## src/hw/rtl/alcr_pkg.sv

```systemverilog
// Types, constants and helpers of the adaptive LRU/CLOCK replacement unit.
`timescale 1ns / 1ps
package alcr_pkg;

  localparam int WAYS      = 16;
  localparam int SETS      = 1024;
  localparam int WAY_W     = 4;
  localparam int SET_W     = 10;
  localparam int AGE_W     = 4;
  localparam int CNT_W     = 16;
  localparam int FACTOR_W  = 8;
  localparam int SCORE_W   = 17;
  localparam int PROD_W    = CNT_W + FACTOR_W;
  localparam int CFG_IDX_W = 2;
  localparam int CFG_W     = 16;

  localparam logic REQ_UPDATE = 1'b0;
  localparam logic REQ_VICTIM = 1'b1;

  localparam logic POL_LRU   = 1'b0;
  localparam logic POL_CLOCK = 1'b1;

  localparam logic [CFG_IDX_W-1:0] CFG_WINDOW = 2'd0;
  localparam logic [CFG_IDX_W-1:0] CFG_FACTOR = 2'd1;
  localparam logic [CFG_IDX_W-1:0] CFG_LIMIT  = 2'd2;

  localparam logic [CNT_W-1:0]    WINDOW_RST = 16'd1024;
  localparam logic [FACTOR_W-1:0] FACTOR_RST = 8'd3;
  localparam logic [CNT_W-1:0]    LIMIT_RST  = 16'd16;

  typedef struct packed {
    logic             req_type;
    logic [SET_W-1:0] set_index;
    logic [WAY_W-1:0] way;
    logic             hit;
  } req_t;

  typedef struct packed {
    logic [WAY_W-1:0] victim_way;
    logic             victim_valid;
    logic             policy_now;
  } rsp_t;

  typedef struct packed {
    logic [WAYS-1:0][AGE_W-1:0] age;
    logic [WAYS-1:0]            used;
    logic [WAY_W-1:0]           hand;
  } row_t;

  typedef struct packed {
    logic policy_after;
    logic use_lru;
  } pol_t;

  typedef enum logic [1:0] {
    ST_CLEAR,
    ST_IDLE,
    ST_EXEC
  } state_t;

  function automatic row_t reset_row();
    row_t r;
    for (int w = 0; w < WAYS; w++) begin
      r.age[w] = AGE_W'(w);
    end
    r.used = '0;
    r.hand = '0;
    return r;
  endfunction

endpackage

```

## src/hw/rtl/alcr_row_update.sv

```systemverilog
// Row modification: LRU aging, used bits, and victim choice over one set.
`timescale 1ns / 1ps
module alcr_row_update
  import alcr_pkg::*;
(
  input  row_t             row_in,
  input  logic             req_type,
  input  logic [WAY_W-1:0] way,
  input  logic             hit,
  input  pol_t             pol,
  output row_t             row_out,
  output logic [WAY_W-1:0] victim
);

  logic [AGE_W-1:0] cur;
  logic [WAY_W-1:0] lru_victim;
  logic [WAY_W-1:0] h0;
  logic [WAY_W:0]   pos;
  logic [WAY_W:0]   vdist;
  logic [WAY_W-1:0] clk_victim;
  logic [WAY_W:0]   way_offset [WAYS];

  always_comb begin
    lru_victim = '0;
    for (int w = WAYS - 1; w >= 0; w--) begin
      if (row_in.age[w] == AGE_W'(WAYS - 1)) begin
        lru_victim = WAY_W'(w);
      end
    end
  end

  always_comb begin
    if ({1'b0, row_in.hand} >= (WAY_W + 1)'(WAYS)) begin
      h0 = '0;
    end else begin
      h0 = row_in.hand;
    end
    vdist      = (WAY_W + 1)'(WAYS);
    clk_victim = h0;
    pos        = '0;
    for (int k = WAYS - 1; k >= 0; k--) begin
      pos = {1'b0, h0} + (WAY_W + 1)'(k);
      if (pos >= (WAY_W + 1)'(WAYS)) begin
        pos = pos - (WAY_W + 1)'(WAYS);
      end
      if (!row_in.used[pos[WAY_W-1:0]]) begin
        vdist      = (WAY_W + 1)'(k);
        clk_victim = pos[WAY_W-1:0];
      end
    end
    for (int w = 0; w < WAYS; w++) begin
      if ((WAY_W + 1)'(w) >= {1'b0, h0}) begin
        way_offset[w] = (WAY_W + 1)'(w) - {1'b0, h0};
      end else begin
        way_offset[w] = (WAY_W + 1)'(w) + (WAY_W + 1)'(WAYS) - {1'b0, h0};
      end
    end
  end

  always_comb begin
    row_out = row_in;
    cur     = row_in.age[way];
    victim  = '0;
    if (req_type == REQ_UPDATE) begin
      if ((WAY_W + 1)'(way) < (WAY_W + 1)'(WAYS)) begin
        if (pol.policy_after == POL_LRU) begin
          for (int w = 0; w < WAYS; w++) begin
            if (row_in.age[w] < cur) begin
              row_out.age[w] = row_in.age[w] + AGE_W'(1);
            end
          end
          row_out.age[way] = '0;
        end else if (hit) begin
          row_out.used[way] = 1'b1;
        end
      end
    end else if (pol.use_lru) begin
      victim = lru_victim;
    end else begin
      victim = clk_victim;
      row_out.hand = clk_victim;
      for (int w = 0; w < WAYS; w++) begin
        if (way_offset[w] < vdist) begin
          row_out.used[w] = 1'b0;
        end
      end
    end
  end

endmodule

```

## config.mk

```make
export PLATFORM = sky130hd
export DESIGN_NAME = alcr_row_update
export DESIGN_NICKNAME = d
export VERILOG_FILES = /design/src/hw/rtl/alcr_pkg.sv /design/src/hw/rtl/alcr_row_update.sv
export SDC_FILE = /design/constraint.sdc
export NUM_CORES = 1
export LEC_CHECK = 0
export BUFFER_PORTS_ARGS = -buffer_cell sky130_fd_sc_hd__buf_2
export CAP_MARGIN = 25
export CORE_ASPECT_RATIO = 2
export CORE_MARGIN = 2
export CORE_UTILIZATION = 30
export DETAILED_ROUTE_END_ITERATION = 10
export MAX_ROUTING_LAYER = met4
export PLACE_DENSITY = 0.52
export RECOVER_POWER = 100
export SETUP_SLACK_MARGIN = 0.02
export SLEW_MARGIN = 15
export SYNTH_ARGS = -nofsm -noshare
export SYNTH_HDL_FRONTEND = slang
export SYNTH_SLANG_ARGS = --single-unit
```

## constraint.sdc

```tcl
create_clock -name vclk -period 5.48
set_input_delay 0.548 -clock vclk [all_inputs]
set_output_delay 0.548 -clock vclk [all_outputs]
set_load 0.01 [all_outputs]
```

==> results.md <==
- Combinational share of power: 100.0%
- Number of global-route vias before repair: approximately 9000
- Number of rows created at floorplan: 81
- Net Switching: between 700 and 800 uW
- Buffers on Ports: 180
- Crit-path max FO: 9
- RSZ-0062 raised after global routing: no
- Number of distinct library cells after synthesis: 71
- Die Wd: roughly 120 um
- Combined flip-flop and latch cell area: 0 sq um
- Routed vias: 9079
- Initial DRC count: 404
- Combinational family with the most area after synthesis: compound AO/OA/AOI/OAI gates
- Worst VDD drop: ~0.051 mV
- FFs & Latches: 0
- Post-CTS Setup Repair Bufs: 0
- Fraction of the mapped netlist area in adder cells: roughly a fifth
- Classification of the worst-slack hold path: in -> out
- Per-cell routed wire length: 24.6 um
- Total congestion overflow after global routing: 0
- Critical Path Start: row_in[1]
- Worst slew margin: ~35%
- Share of total power in the clock network: 0%
- Max Slew Vio Count: 0
- Detailed-routing iteration count for the pre-antenna-repair pass: 5
- Vertical die dimension: around 230 um
- Post-synthesis cell area: 7480 sq um
- Synthesized instance count: 967
- Clk_buf instances: 0
- Overall Global Routing Usage: 28.2%
- Number of gates resized after cts: 0
- Power density over the cells: 143 nW/um^2
- Number of antenna cells inserted: 0
- Largest net degree at the start of global routing: 30
- Routed wire length: roughly 37000 um
- Net switching share of the total power: between 50% and 60%
- Setup TNS: 0 ns
- Area share of xor/xnor cells in the synthesized design: approximately 3.3%
- Achievable frequency: 0.189 GHz
- Synthesized-area fraction occupied by and/or/nand/nor cells: 21.3%
- Clock period minus final worst setup slack: between 5 and 6 ns
- Total of endpoints with negative setup slack in the final report: 0
- Estimated wirelength of the detail-placed design: 31600 um
- CORE AREA: between 20000 and 25000 sq um
- Max capacitance violation total: 0
- Area overhead of the layout relative to synthesis: 20.2%
- Required time of the worst setup path: slightly below 5 ns
- Endpoint of the worst setup timing path: row_out[11]
- Area fraction in compound gates after synthesis: a little under 30%
- Multi-input gate area: between 7000 and 8000 sq um
- Share of the core filled with cells in the final layout: 36.7%
- Final count of hold timing violations: 0
- Routed via count divided by cell count: approximately 6.0
- IO Count: 180
- Initial core utilization: a little under a third
- Element type at the critical path end: primary output
- Mux share of post-synthesis cell area: around 22%
- Die area: between 20000 and 30000 sq um
- Fraction of layout cells with a size suffix above 1: between 10% and 20%
- Wire length of the first global-routing pass: approximately 54000 um
- Critical path type: in -> out
- Leakage power of the design: 0.00396 uW
- Initial antenna violation count: 0
- Transition time at the pin with the least slew margin: about 0.96 ns
- Element type at the critical path start: input port
- Total of hold buffers inserted after clock tree synthesis: 0
- Share of total power in sequential cells: 0%
- Mapped Avg Cell Area: 7.74 sq um
- Sequential-to-total area share from yosys stat: 0%
- Final period utilization: between 90% and 100%
- Filler instances: approximately 2700
- Crit path DAT: roughly 4.7 ns
- Total DRC errors in the routed layout: 0
- Number of nets in the layout: between 1000 and 1500
- Antenna violation net count after detailed routing: 0
- Global placer's final weighted congestion: 1.07
- Internal power: around 500 uW
- Number of warnings printed during yosys synthesis: 0
- Run status: completed
## power by group through the flow
stage          registers (uW)  clock network [uW]  logic, uW
4_1_cts                     0                   0       1290
2_1_floorplan               0                   0        791
6_report                    0                   0       1280
3_3_place_gp                0                   0       1290
5_1_grt                     0                   0       1390
3_5_place_dp                0                   0       1290
## Yosys cell counts (all sizes together), types with 4 or more instances
library cell / instances / share of area (%)
nand4: 17 / 1.4
o2111ai: 4 / 0.47
and4: 6 / 0.70
nor2b: 15 / 1.3
xnor2: 19 / 2.5
ha: 118 / 20
inv: 33 / 1.7
nor4: 10 / 0.84
nor3b: 16 / 1.6
a221o: 10 / 1.3
a31oi: 10 / 0.84
nand3: 21 / 1.4
o21a: 5 / 0.50
a21oi: 63 / 4.2
nand2b: 25 / 2.1
o22ai: 4 / 0.33
o31ai: 7 / 0.70
mux2: 18 / 2.7
o221ai: 5 / 0.59
a32oi: 4 / 0.47
o211ai: 10 / 1.0
mux2i: 28 / 3.7
and2: 9 / 0.77
clkinv: 5 / 0.25
nor2: 51 / 2.6
o21ai: 106 / 7.1
a211oi: 5 / 0.50
a21boi: 4 / 0.40
and3: 14 / 1.2
xor2: 7 / 0.82
a21o: 47 / 4.7
buf: 14 / 1.3
or2: 4 / 0.33
a22o: 20 / 2.3
nand2: 95 / 4.8
clkbuf: 26 / 1.3
mux4: 49 / 15
nor3: 24 / 1.6
## cell usage in the layout, fill, tap and decap left out, types with 24 or more instances in the layout
master / instances
sky130_fd_sc_hd__mux2i_1: 28
sky130_fd_sc_hd__mux4_2: 37
sky130_fd_sc_hd__clkbuf_1: 78
sky130_fd_sc_hd__nand2_1: 95
sky130_fd_sc_hd__nor2_1: 51
sky130_fd_sc_hd__buf_2: 106
sky130_fd_sc_hd__nand2b_1: 25
sky130_fd_sc_hd__ha_1: 118
sky130_fd_sc_hd__inv_1: 32
sky130_fd_sc_hd__o21ai_0: 102
sky130_fd_sc_hd__a21o_1: 47
sky130_fd_sc_hd__nor3_1: 24
sky130_fd_sc_hd__a21oi_1: 63
sky130_fd_sc_hd__buf_4: 57
## per-layer routing
metal	vias to the layer above	track usage [%]	wire, um
li1	4198	-	-
met1	4388	25.6	11800
met2	361	54.3	20400
met3	132	1.78	1430
met4	0	19.5	3360
met5	-	-	0
## per-stage QoR
step	power (uW)	instances	instance area, sq um	setup slack (ns)	hold WS [ns]
2_1_floorplan	791	968	7480	0.219	1.23
3_3_place_gp	1290	1505	9110	0.382	1.45
3_5_place_dp	1290	1505	9110	0.348	1.45
4_1_cts	1290	1505	9110	0.339	1.46
5_1_grt	1390	1505	8990	0.0356	1.49
6_report	1280	1505	8990	0.199	1.45
## how the worst min path moves through the flow
stage | startpoint | endpoint | cells after the start
after floorplan | row_in[22] | row_out[22] | 1
after global placement | row_in[62] | row_out[62] | 3
after detailed placement | row_in[62] | row_out[62] | 3
after CTS | row_in[62] | row_out[62] | 3
after global routing | row_in[54] | row_out[54] | 3
final | row_in[62] | row_out[62] | 3
## critical path, stage by stage
cell                       delay, ns
sky130_fd_sc_hd__buf_2          0.09
sky130_fd_sc_hd__clkinv_1       0.08
sky130_fd_sc_hd__ha_1           0.54
sky130_fd_sc_hd__clkbuf_1       0.37
sky130_fd_sc_hd__mux2_2         0.43
sky130_fd_sc_hd__mux4_2         0.55
sky130_fd_sc_hd__a21boi_0       0.30
sky130_fd_sc_hd__o211ai_1       0.12
sky130_fd_sc_hd__o21ai_1        0.75
sky130_fd_sc_hd__nor2_1         0.12
sky130_fd_sc_hd__o31a_1         0.33
sky130_fd_sc_hd__o21ai_0        0.19
sky130_fd_sc_hd__clkbuf_4       0.17
sky130_fd_sc_hd__buf_2          0.12
## logic make-up after synthesis
family          Yosys count
fa+ha+maj               120
other cells               1
mux                      95
simple gates            315
xor+xnor                 26
compound gates          332
buf+inv                  78
## final cells by class
type	count	area share (%)
multi-input cells	890	79.5
well taps	332	4.62
repair buffers	245	14.3
inverters	38	1.59
No activity file was read; power rests on OpenSTA's default activity.
