--- config.mk ---
export PLATFORM = sky130hd
export DESIGN_NAME = alcr_policy
export DESIGN_NICKNAME = d
export VERILOG_FILES = /design/src/hw/rtl/alcr_pkg.sv /design/src/hw/rtl/alcr_policy.sv
export SDC_FILE = /design/constraint.sdc
export NUM_CORES = 1
export LEC_CHECK = 0
export ABC_AREA = 1
export CAP_MARGIN = 20
export CORE_ASPECT_RATIO = 1.1
export CORE_UTILIZATION = 31
export CTS_CLUSTER_DIAMETER = 150
export CTS_CLUSTER_SIZE = 28
export DETAILED_ROUTE_END_ITERATION = 8
export DONT_BUFFER_PORTS = 1
export GPL_TIMING_DRIVEN = 0
export HOLD_SLACK_MARGIN = 0.03
export PLACE_DENSITY = 0.51
export SYNTH_ARGS = -nofsm -noshare
export SYNTH_HDL_FRONTEND = slang
export SYNTH_SLANG_ARGS = --single-unit
--- constraint.sdc ---
create_clock -name clk -period 15.6 [get_ports clk]
set_input_delay 1.56 -clock clk [delete_from_list [all_inputs] [get_ports clk]]
set_output_delay 1.56 -clock clk [all_outputs]
set_load 0.005 [all_outputs]
--- src/hw/rtl/alcr_pkg.sv ---
// Types, constants and helpers of the adaptive LRU/CLOCK replacement unit.
`timescale 1ns / 1ps
package alcr_pkg;

  localparam int WAYS      = 16;
  localparam int SETS      = 1024;
  localparam int WAY_W     = 4;
  localparam int SET_W     = 10;
  localparam int AGE_W     = 4;
  localparam int CNT_W     = 16;
  localparam int FACTOR_W  = 8;
  localparam int SCORE_W   = 17;
  localparam int PROD_W    = CNT_W + FACTOR_W;
  localparam int CFG_IDX_W = 2;
  localparam int CFG_W     = 16;

  localparam logic REQ_UPDATE = 1'b0;
  localparam logic REQ_VICTIM = 1'b1;

  localparam logic POL_LRU   = 1'b0;
  localparam logic POL_CLOCK = 1'b1;

  localparam logic [CFG_IDX_W-1:0] CFG_WINDOW = 2'd0;
  localparam logic [CFG_IDX_W-1:0] CFG_FACTOR = 2'd1;
  localparam logic [CFG_IDX_W-1:0] CFG_LIMIT  = 2'd2;

  localparam logic [CNT_W-1:0]    WINDOW_RST = 16'd1024;
  localparam logic [FACTOR_W-1:0] FACTOR_RST = 8'd3;
  localparam logic [CNT_W-1:0]    LIMIT_RST  = 16'd16;

  typedef struct packed {
    logic             req_type;
    logic [SET_W-1:0] set_index;
    logic [WAY_W-1:0] way;
    logic             hit;
  } req_t;

  typedef struct packed {
    logic [WAY_W-1:0] victim_way;
    logic             victim_valid;
    logic             policy_now;
  } rsp_t;

  typedef struct packed {
    logic [WAYS-1:0][AGE_W-1:0] age;
    logic [WAYS-1:0]            used;
    logic [WAY_W-1:0]           hand;
  } row_t;

  typedef struct packed {
    logic policy_after;
    logic use_lru;
  } pol_t;

  typedef enum logic [1:0] {
    ST_CLEAR,
    ST_IDLE,
    ST_EXEC
  } state_t;

  function automatic row_t reset_row();
    row_t r;
    for (int w = 0; w < WAYS; w++) begin
      r.age[w] = AGE_W'(w);
    end
    r.used = '0;
    r.hand = '0;
    return r;
  endfunction

endpackage

--- src/hw/rtl/alcr_policy.sv ---
// Window counters, policy scores, policy register and configuration registers.
`timescale 1ns / 1ps
module alcr_policy
  import alcr_pkg::*;
(
  input  logic                 clk,
  input  logic                 rst,
  input  logic                 cfg_we,
  input  logic [CFG_IDX_W-1:0] cfg_index,
  input  logic [CFG_W-1:0]     cfg_data,
  input  logic                 upd,
  input  logic                 hit,
  output pol_t                 pol
);

  logic [CNT_W-1:0]    window_length;
  logic [FACTOR_W-1:0] miss_ratio_factor;
  logic [CNT_W-1:0]    score_limit;
  logic                policy;
  logic                policy_next;
  logic [CNT_W-1:0]    access_count;
  logic [CNT_W-1:0]    access_count_next;
  logic [CNT_W-1:0]    miss_count;
  logic [CNT_W-1:0]    miss_count_next;
  logic [SCORE_W-1:0]  score_lru;
  logic [SCORE_W-1:0]  score_lru_next;
  logic [SCORE_W-1:0]  score_clock;
  logic [SCORE_W-1:0]  score_clock_next;
  logic [CNT_W-1:0]    acc_inc;
  logic [CNT_W-1:0]    miss_inc;
  logic [PROD_W-1:0]   prod;
  logic [SCORE_W:0]    score_sum;

  always_comb begin
    acc_inc           = access_count + CNT_W'(1);
    miss_inc          = hit ? miss_count : miss_count + CNT_W'(1);
    prod              = PROD_W'(miss_inc) * PROD_W'(miss_ratio_factor);
    policy_next       = policy;
    access_count_next = acc_inc;
    miss_count_next   = miss_inc;
    score_lru_next    = score_lru;
    score_clock_next  = score_clock;
    score_sum         = '0;
    if (acc_inc >= window_length) begin
      access_count_next = '0;
      miss_count_next   = '0;
      if (prod > PROD_W'(acc_inc)) begin
        policy_next = ~policy;
      end else if (policy == POL_LRU) begin
        score_lru_next = score_lru + SCORE_W'(1);
      end else begin
        score_clock_next = score_clock + SCORE_W'(1);
      end
      score_sum = {1'b0, score_lru_next} + {1'b0, score_clock_next};
      if (score_sum > (SCORE_W + 1)'(score_limit)) begin
        score_lru_next   = '0;
        score_clock_next = SCORE_W'(1);
      end
    end
  end

  always_comb begin
    pol.policy_after = upd ? policy_next : policy;
    if (policy == POL_LRU) begin
      pol.use_lru = score_lru >= score_clock;
    end else begin
      pol.use_lru = score_clock < score_lru;
    end
  end

  always_ff @(posedge clk) begin
    if (rst) begin
      policy       <= POL_CLOCK;
      access_count <= '0;
      miss_count   <= '0;
      score_lru    <= '0;
      score_clock  <= SCORE_W'(1);
    end else if (upd) begin
      policy       <= policy_next;
      access_count <= access_count_next;
      miss_count   <= miss_count_next;
      score_lru    <= score_lru_next;
      score_clock  <= score_clock_next;
    end
  end

  always_ff @(posedge clk) begin
    if (rst) begin
      window_length     <= WINDOW_RST;
      miss_ratio_factor <= FACTOR_RST;
      score_limit       <= LIMIT_RST;
    end else if (cfg_we) begin
      case (cfg_index)
        CFG_WINDOW: window_length     <= cfg_data[CNT_W-1:0];
        CFG_FACTOR: miss_ratio_factor <= cfg_data[FACTOR_W-1:0];
        CFG_LIMIT:  score_limit       <= cfg_data[CNT_W-1:0];
        default: ;
      endcase
    end
  end

endmodule

==> impl_metrics.toml, run 1 <==
[status]
status = "completed"

[die]
die-area_mm2 = 0.0390
start_util = 0.316
fp.coreArea_mm2 = 0.0374
num_rows = 74
die_h_um = 207
die-width_um = 188
io_pins = 25

[power_and_ir_drop]
p_leak_nw = 6.38
sequentialPowerShare = 0.387
power.share.switching = 0.367
combPwrFrac = 0.268
ir_worst_vdd_mv = 0.0566
internal_power_w = 0.000468
clkPwrFrac = 0.344
p_per_area_mw_per_mm2 = 57.9
p_sw_w = 0.000271

[drt]
dr_total_vias = 10700
drc_errors = 0
drt-total-wl_um = 33000
via_per_inst = 4.83
antenna_left = 0
drt-initial-drc-count = 514
drt_pass1_iterations = 5
avgRoutedWirePerCell_um = 14.9

[synthesis]
syn_area_mm2 = 0.0118
synth_compound_area_frac = 0.114
synth_xor_area_frac = 0.0555
yosys.area.top_type = "dfxtp_1"
synth-simple-area-share = 0.247
syn_avg_cell_area_um2 = 6.97
muxShareOfSynthArea = 0
ys_types = 47
synth.area.top_cells = "dfxtp_1 (18%), fa_1 (14%), ha_1 (14%), inv_1 (11%), nand2_1 (10%)"
synthesis.nets = 1936
synth_top_area_frac = 0.181
yosys.area_share.adder = 0.281
synth_top_family_by_area = "adder cells"
ys_warn_count = 0
synth_cells = 1698
synth_seq_cells = 107
ys_seq_area_frac = 0.181

[clocking]
htree_levels = 3
clkLatencyLatePin_ns = 0.38
cts-root-buf = "clkbuf_16"
post_cts_resized = 0
cts.sinks = 107
cts_made_buffers = 9
cts_max_path_buffers = 2
ctsHoldBuffers = 0
cts_tree = "built"
clkTransAtPathRegs_ns = 0.08
post_cts_buffers = 0

[critical_path]
crit_arrival_ns = 13.19
crit_path_end_kind = "register"
regToRegStartpoint = "miss_count[0]$_SDFFE_PP0P_"
reg2reg_depth = 54
path_max_fanout = 10
start_kind = "primary input"
crit_top_cell = "nand2_1"
critPathKind = "primary input to register"
cp_slowest_cell = "nor2_1"
regToRegSetupSlack_ns = 3.23
r2r-end = "score_lru[15]$_SDFFE_PP0P_"
cp.required_ns = 15.90
cpPeakStageDelay_ns = 0.79

[global_routing]
grt_pass1_wl_um = 54800
grt_max_degree = 19
grt_antenna_before_repair = 0
gr-total-overflow = 0
grt.total_usage = 0.178
grt_pass1_vias = 10800

[placed_design]
io_buffers = 0
dp_hpwl_um = 27200
gp_congestion = 0.913
placed_cells = 2192

[final_layout]
syn_to_final_growth_pct = 7.85
finalNonFillerCells = 2208
layout-drive-gt1-share = 0.0286
final_net_count = 1947
antenna_cells = 0

[timing]
setup_violations = 0
fin_crit_ns = 12.89
worst_slew_margin_rel = 0.324
period_share = 0.826
clock_skew_ns = 0.0152
fin_tns_setup_ns = 0
slew_violations = 0
clock.fmax_mhz = 77.6
finalHoldViolCount = 0
worst_pin_slew_ns = 1.01
rsz0062_at_grt = "false"

[worst_hold_path]
hold_path_end = "window_length[4]$_SDFFE_PP0P_"
hold_path_class = "register to register"
hp-start = "window_length[4]$_SDFFE_PP0P_"
whs_path_depth = 2

[run]
max_cap_violations = 0
[registers in the layout, summed over array words and instances, names as in the netlist]
name,cells
score_lru,17
window_length,16
policy,1
access_count,16
score_clock,17
miss_count,16
score_limit,16
miss_ratio_factor,8
[placed cells by master (no fill, tap or decap), types with 2 or more instances in the layout]
cell type / count
o21ai_0: 72
nor3_1: 28
a211oi_1: 3
buf_6: 3
nor2_1: 186
inv_1: 333
nor2_2: 6
nand2_2: 8
a21oi_1: 120
nand3_1: 43
o211ai_1: 5
nand4_1: 52
ha_1: 130
o21bai_1: 4
nand3b_1: 7
nor4_1: 2
o221ai_1: 3
nand2_1: 321
clkbuf_1: 36
fa_1: 85
nor2_4: 3
nand3_2: 3
clkinv_1: 2
or2_2: 6
o22ai_1: 5
and2_1: 3
o21ai_1: 16
a22oi_1: 7
o21a_1: 7
xor2_1: 66
xnor2_1: 9
clkbuf_16: 9
dfxtp_1: 107
a31oi_1: 2
inv_2: 2
[cell families after synthesis]
kind of cell	count (synthesis)
buffers and inverters	377
AO/OA/AOI/OAI	249
adder cells (fa/ha/maj)	215
XOR/XNOR	75
flip-flops	107
AND/OR/NAND/NOR	675
[worst max-delay path: cells and delay by family]
kind                     cells  cell delay [ns]
AO/OA/AOI/OAI                8             1.57
XOR/XNOR                     3             0.87
adder cells (fa/ha/maj)      8             3.54
buffers and inverters        8             1.28
AND/OR/NAND/NOR             25             4.33
[power by group through the flow]
stage | combinational [W] | sequential, W | clock, W
2_1_floorplan | 0.000136 | 0.000291 | 0
3_3_place_gp | 0.000196 | 0.000292 | 0
3_5_place_dp | 0.000198 | 0.000293 | 0
4_1_cts | 0.000200 | 0.000286 | 0.000258
5_1_grt | 0.000224 | 0.000287 | 0.000269
6_report | 0.000198 | 0.000286 | 0.000254
[synthesized netlist by cell type, drive strengths merged]
master,count
nor4,2
inv,335
dfxtp,107
nand3b,7
nor3,28
or3,1
xnor2,9
and2,3
a21oi,120
nor3b,2
xor2,66
o221ai,3
o311ai,1
a221oi,1
a211oi,3
clkinv,2
nand4,52
a31oi,2
o21a,7
or4,1
o211ai,5
clkbuf,36
nor2,195
ha,130
nand3,47
a21o,1
nand2,329
fa,85
buf,4
a21boi,1
o31ai,1
o21bai,4
or2,8
a22oi,7
o21ai,88
o22ai,5
[layout make-up]
cell class | count | area [µm²]
fill | 4085 | 24600
clock inverter | 6 | 71.3
multi-input combinational | 1214 | 8250
inverter | 337 | 1260
clock buffer | 10 | 239
tap | 494 | 618
buffer | 40 | 173
sequential | 107 | 2140
[per-stage QoR]
stage	worst slack [ns]	total power [W]	area (µm²)	utilization	hold WS [ns]
6_report	2.71	0.000739	12800	0.341	0.467
5_1_grt	1.93	0.000780	12800	0.341	0.486
4_1_cts	2.65	0.000744	12800	0.341	0.470
3_5_place_dp	2.31	0.000491	12400	0.333	0.459
3_3_place_gp	2.32	0.000489	12400	0.333	0.454
2_1_floorplan	4.80	0.000427	11800	-	0.435
[worst max path at each step]
stage / endpoint / slack (ns) / startpoint
after floorplan: score_lru[1]$_SDFFE_PP0P_ / 4.80 / hit
after global placement: score_lru[15]$_SDFFE_PP0P_ / 2.32 / hit
after detailed placement: score_lru[15]$_SDFFE_PP0P_ / 2.31 / hit
after CTS: score_lru[15]$_SDFFE_PP0P_ / 2.65 / hit
after global routing: score_lru[15]$_SDFFE_PP0P_ / 1.93 / hit
final: score_lru[15]$_SDFFE_PP0P_ / 2.71 / hit
[layer usage]
layer	wire, µm	global-route usage	share of wire
met5	0	0	0
met4	918	0.0630	0.028
met3	1240	0.0264	0.038
met2	16600	0.325	0.50
met1	14200	0.212	0.43
Power figures use the tool's default switching activity.
==> inputs of run 2 (changes only) <==
clock period = 12.93 ns   (was 15.6 ns; I/O delays follow)
==> impl_metrics.toml, run 2 (synthesis gave the netlist of run 1 again) <==
[status]
status = "completed"

[clocking]
clkLatencyLatePin_ns = 0.37
cts-root-buf = "clkbuf_16"
ctsHoldBuffers = 0
cts_max_path_buffers = 2
htree_levels = 3
cts_tree = "built"
post_cts_buffers = 0
cts_made_buffers = 9
clkTransAtPathRegs_ns = 0.08
cts.sinks = 107

[final_layout]
final_util = 0.342
layout-drive-gt1-share = 0.0303
antenna_cells = 0
reg_top3 = "score_clock: 17 flops, score_lru: 17 flops"
final_net_count = 1947
layout_common_cells = "inv_1 (333), nand2_1 (321), nor2_1 (185)"
final_common_cell = "inv_1"
syn_to_final_growth_pct = 7.98

[timing]
slew_violations = 0
rsz0062_at_grt = "false"
setup_violations = 0
worst_slew_margin_rel = 0.336
timing.hold.ws_ns = 0.467
period_share = 0.942
fin_tns_setup_ns = 0
fin_crit_ns = 12.17
clock_skew_ns = 0.0146
worst_pin_slew_ns = 0.993
clock.fmax_mhz = 82.1
finalHoldViolCount = 0

[drt]
via_per_inst = 4.82
antenna_left = 0
drt-initial-drc-count = 466
route.met2.wl_um = 16500
avgRoutedWirePerCell_um = 14.9
drt-total-wl_um = 32900
dr_total_vias = 10600
drc_errors = 0
dr_wl_met3_um = 1250
drt-met1-wl_um = 14100
maxUsedRoutingLayer = "met4"
drt_pass1_iterations = 5

[critical_path]
start_kind = "primary input"
crit_arrival_ns = 12.47
r2r-end = "score_clock[10]$_SDFFE_PP0P_"
crit_end = "score_clock[10]$_SDFFE_PP0P_"
cpPeakStageDelay_ns = 0.55
reg2reg_depth = 56
path_max_fanout = 10
worstSetupStartpoint = "hit"
regToRegSetupSlack_ns = 0.96
crit_path_end_kind = "register"
cp_slowest_cell = "fa_1"
cp.required_ns = 13.23
critPathKind = "primary input to register"
regToRegStartpoint = "miss_count[0]$_SDFFE_PP0P_"
crit_top_cell = "nand2_1"

[global_routing]
grt.total_usage = 0.178
gr-total-overflow = 0
grt_pass1_vias = 10800
grt_pass1_wl_um = 54800
grt_max_degree = 19
grt_antenna_before_repair = 0

[power_and_ir_drop]
total_power_w = 0.000893
ir_worst_vdd_mv = 0.0676
p_per_area_mw_per_mm2 = 69.9
p_leak_nw = 6.39

[die]
fp.coreArea_mm2 = 0.0374
die-area_mm2 = 0.0390
io_pins = 25
start_util = 0.316
num_rows = 74
die_h_um = 207
die-width_um = 188

[worst_hold_path]
hold_path_class = "register to register"

[placed_design]
gp_congestion = 0.913
dp_hpwl_um = 27200
io_buffers = 0

[run]
max_cap_violations = 0
## run 2: worst min-delay path by stage
stage / from / to / slack (ns) / cells after the start
floorplan: score_limit[10]$_SDFFE_PP0P_ / score_limit[10]$_SDFFE_PP0P_ / 0.44 / 2
global placement: access_count[5]$_SDFFE_PP0P_ / access_count[5]$_SDFFE_PP0P_ / 0.45 / 2
global route: access_count[5]$_SDFFE_PP0P_ / access_count[5]$_SDFFE_PP0P_ / 0.49 / 2
finish: window_length[4]$_SDFFE_PP0P_ / window_length[4]$_SDFFE_PP0P_ / 0.47 / 2
detailed placement: window_length[6]$_SDFFE_PP0P_ / window_length[6]$_SDFFE_PP0P_ / 0.46 / 2
CTS: window_length[6]$_SDFFE_PP0P_ / window_length[6]$_SDFFE_PP0P_ / 0.47 / 2
## run 2: critical path: cells and delay by family
| family | cells | cell delay [ns] |
|---|---|---|
| simple gates | 26 | 4.30 |
| fa+ha+maj | 8 | 3.43 |
| compound gates | 8 | 1.64 |
| buf+inv | 9 | 1.38 |
| xor+xnor | 3 | 0.40 |
## run 2: final cells by class
| cell class | count | area (µm²) |
|---|---|---|
| flip-flops and latches | 107 | 2140 |
| fillers | 4082 | 24600 |
| clock inverters | 6 | 71.3 |
| plain buffers | 40 | 174 |
| well taps | 494 | 618 |
| inverters | 337 | 1260 |
| clock buffers | 10 | 239 |
| multi-input cells | 1214 | 8270 |
## run 2: metrics by stage
| stage | instance area [µm²] | instances | setup WS, ns |
|---|---|---|---|
| final | 12800 | 2208 | 0.755 |
| after global routing | 12800 | 2208 | 0.000283 |
| after CTS | 12800 | 2208 | 0.252 |
| after detailed placement | 12400 | 2192 | -0.0975 |
| after global placement | 12400 | 2192 | -0.0780 |
| after floorplan | 11800 | 1698 | 2.40 |
## run 2: where the power goes
| part | internal, W | switching [W] |
|---|---|---|
| combinational | 0.0000693 | 0.000173 |
| sequential | 0.000339 | 0.00000658 |
| clock | 0.000158 | 0.000147 |
## run 2: what timing repair did
item	CTS	global route
setup endpoints to repair	0	27
gates resized for setup	0	6
endpoints found under the hold margin	0	0
## run 2: per-layer routing
metal	vias up	track usage
li1	5392	-
met1	5000	0.212
met2	193	0.325
met3	53	0.0264
met4	0	0.0630
met5	-	0
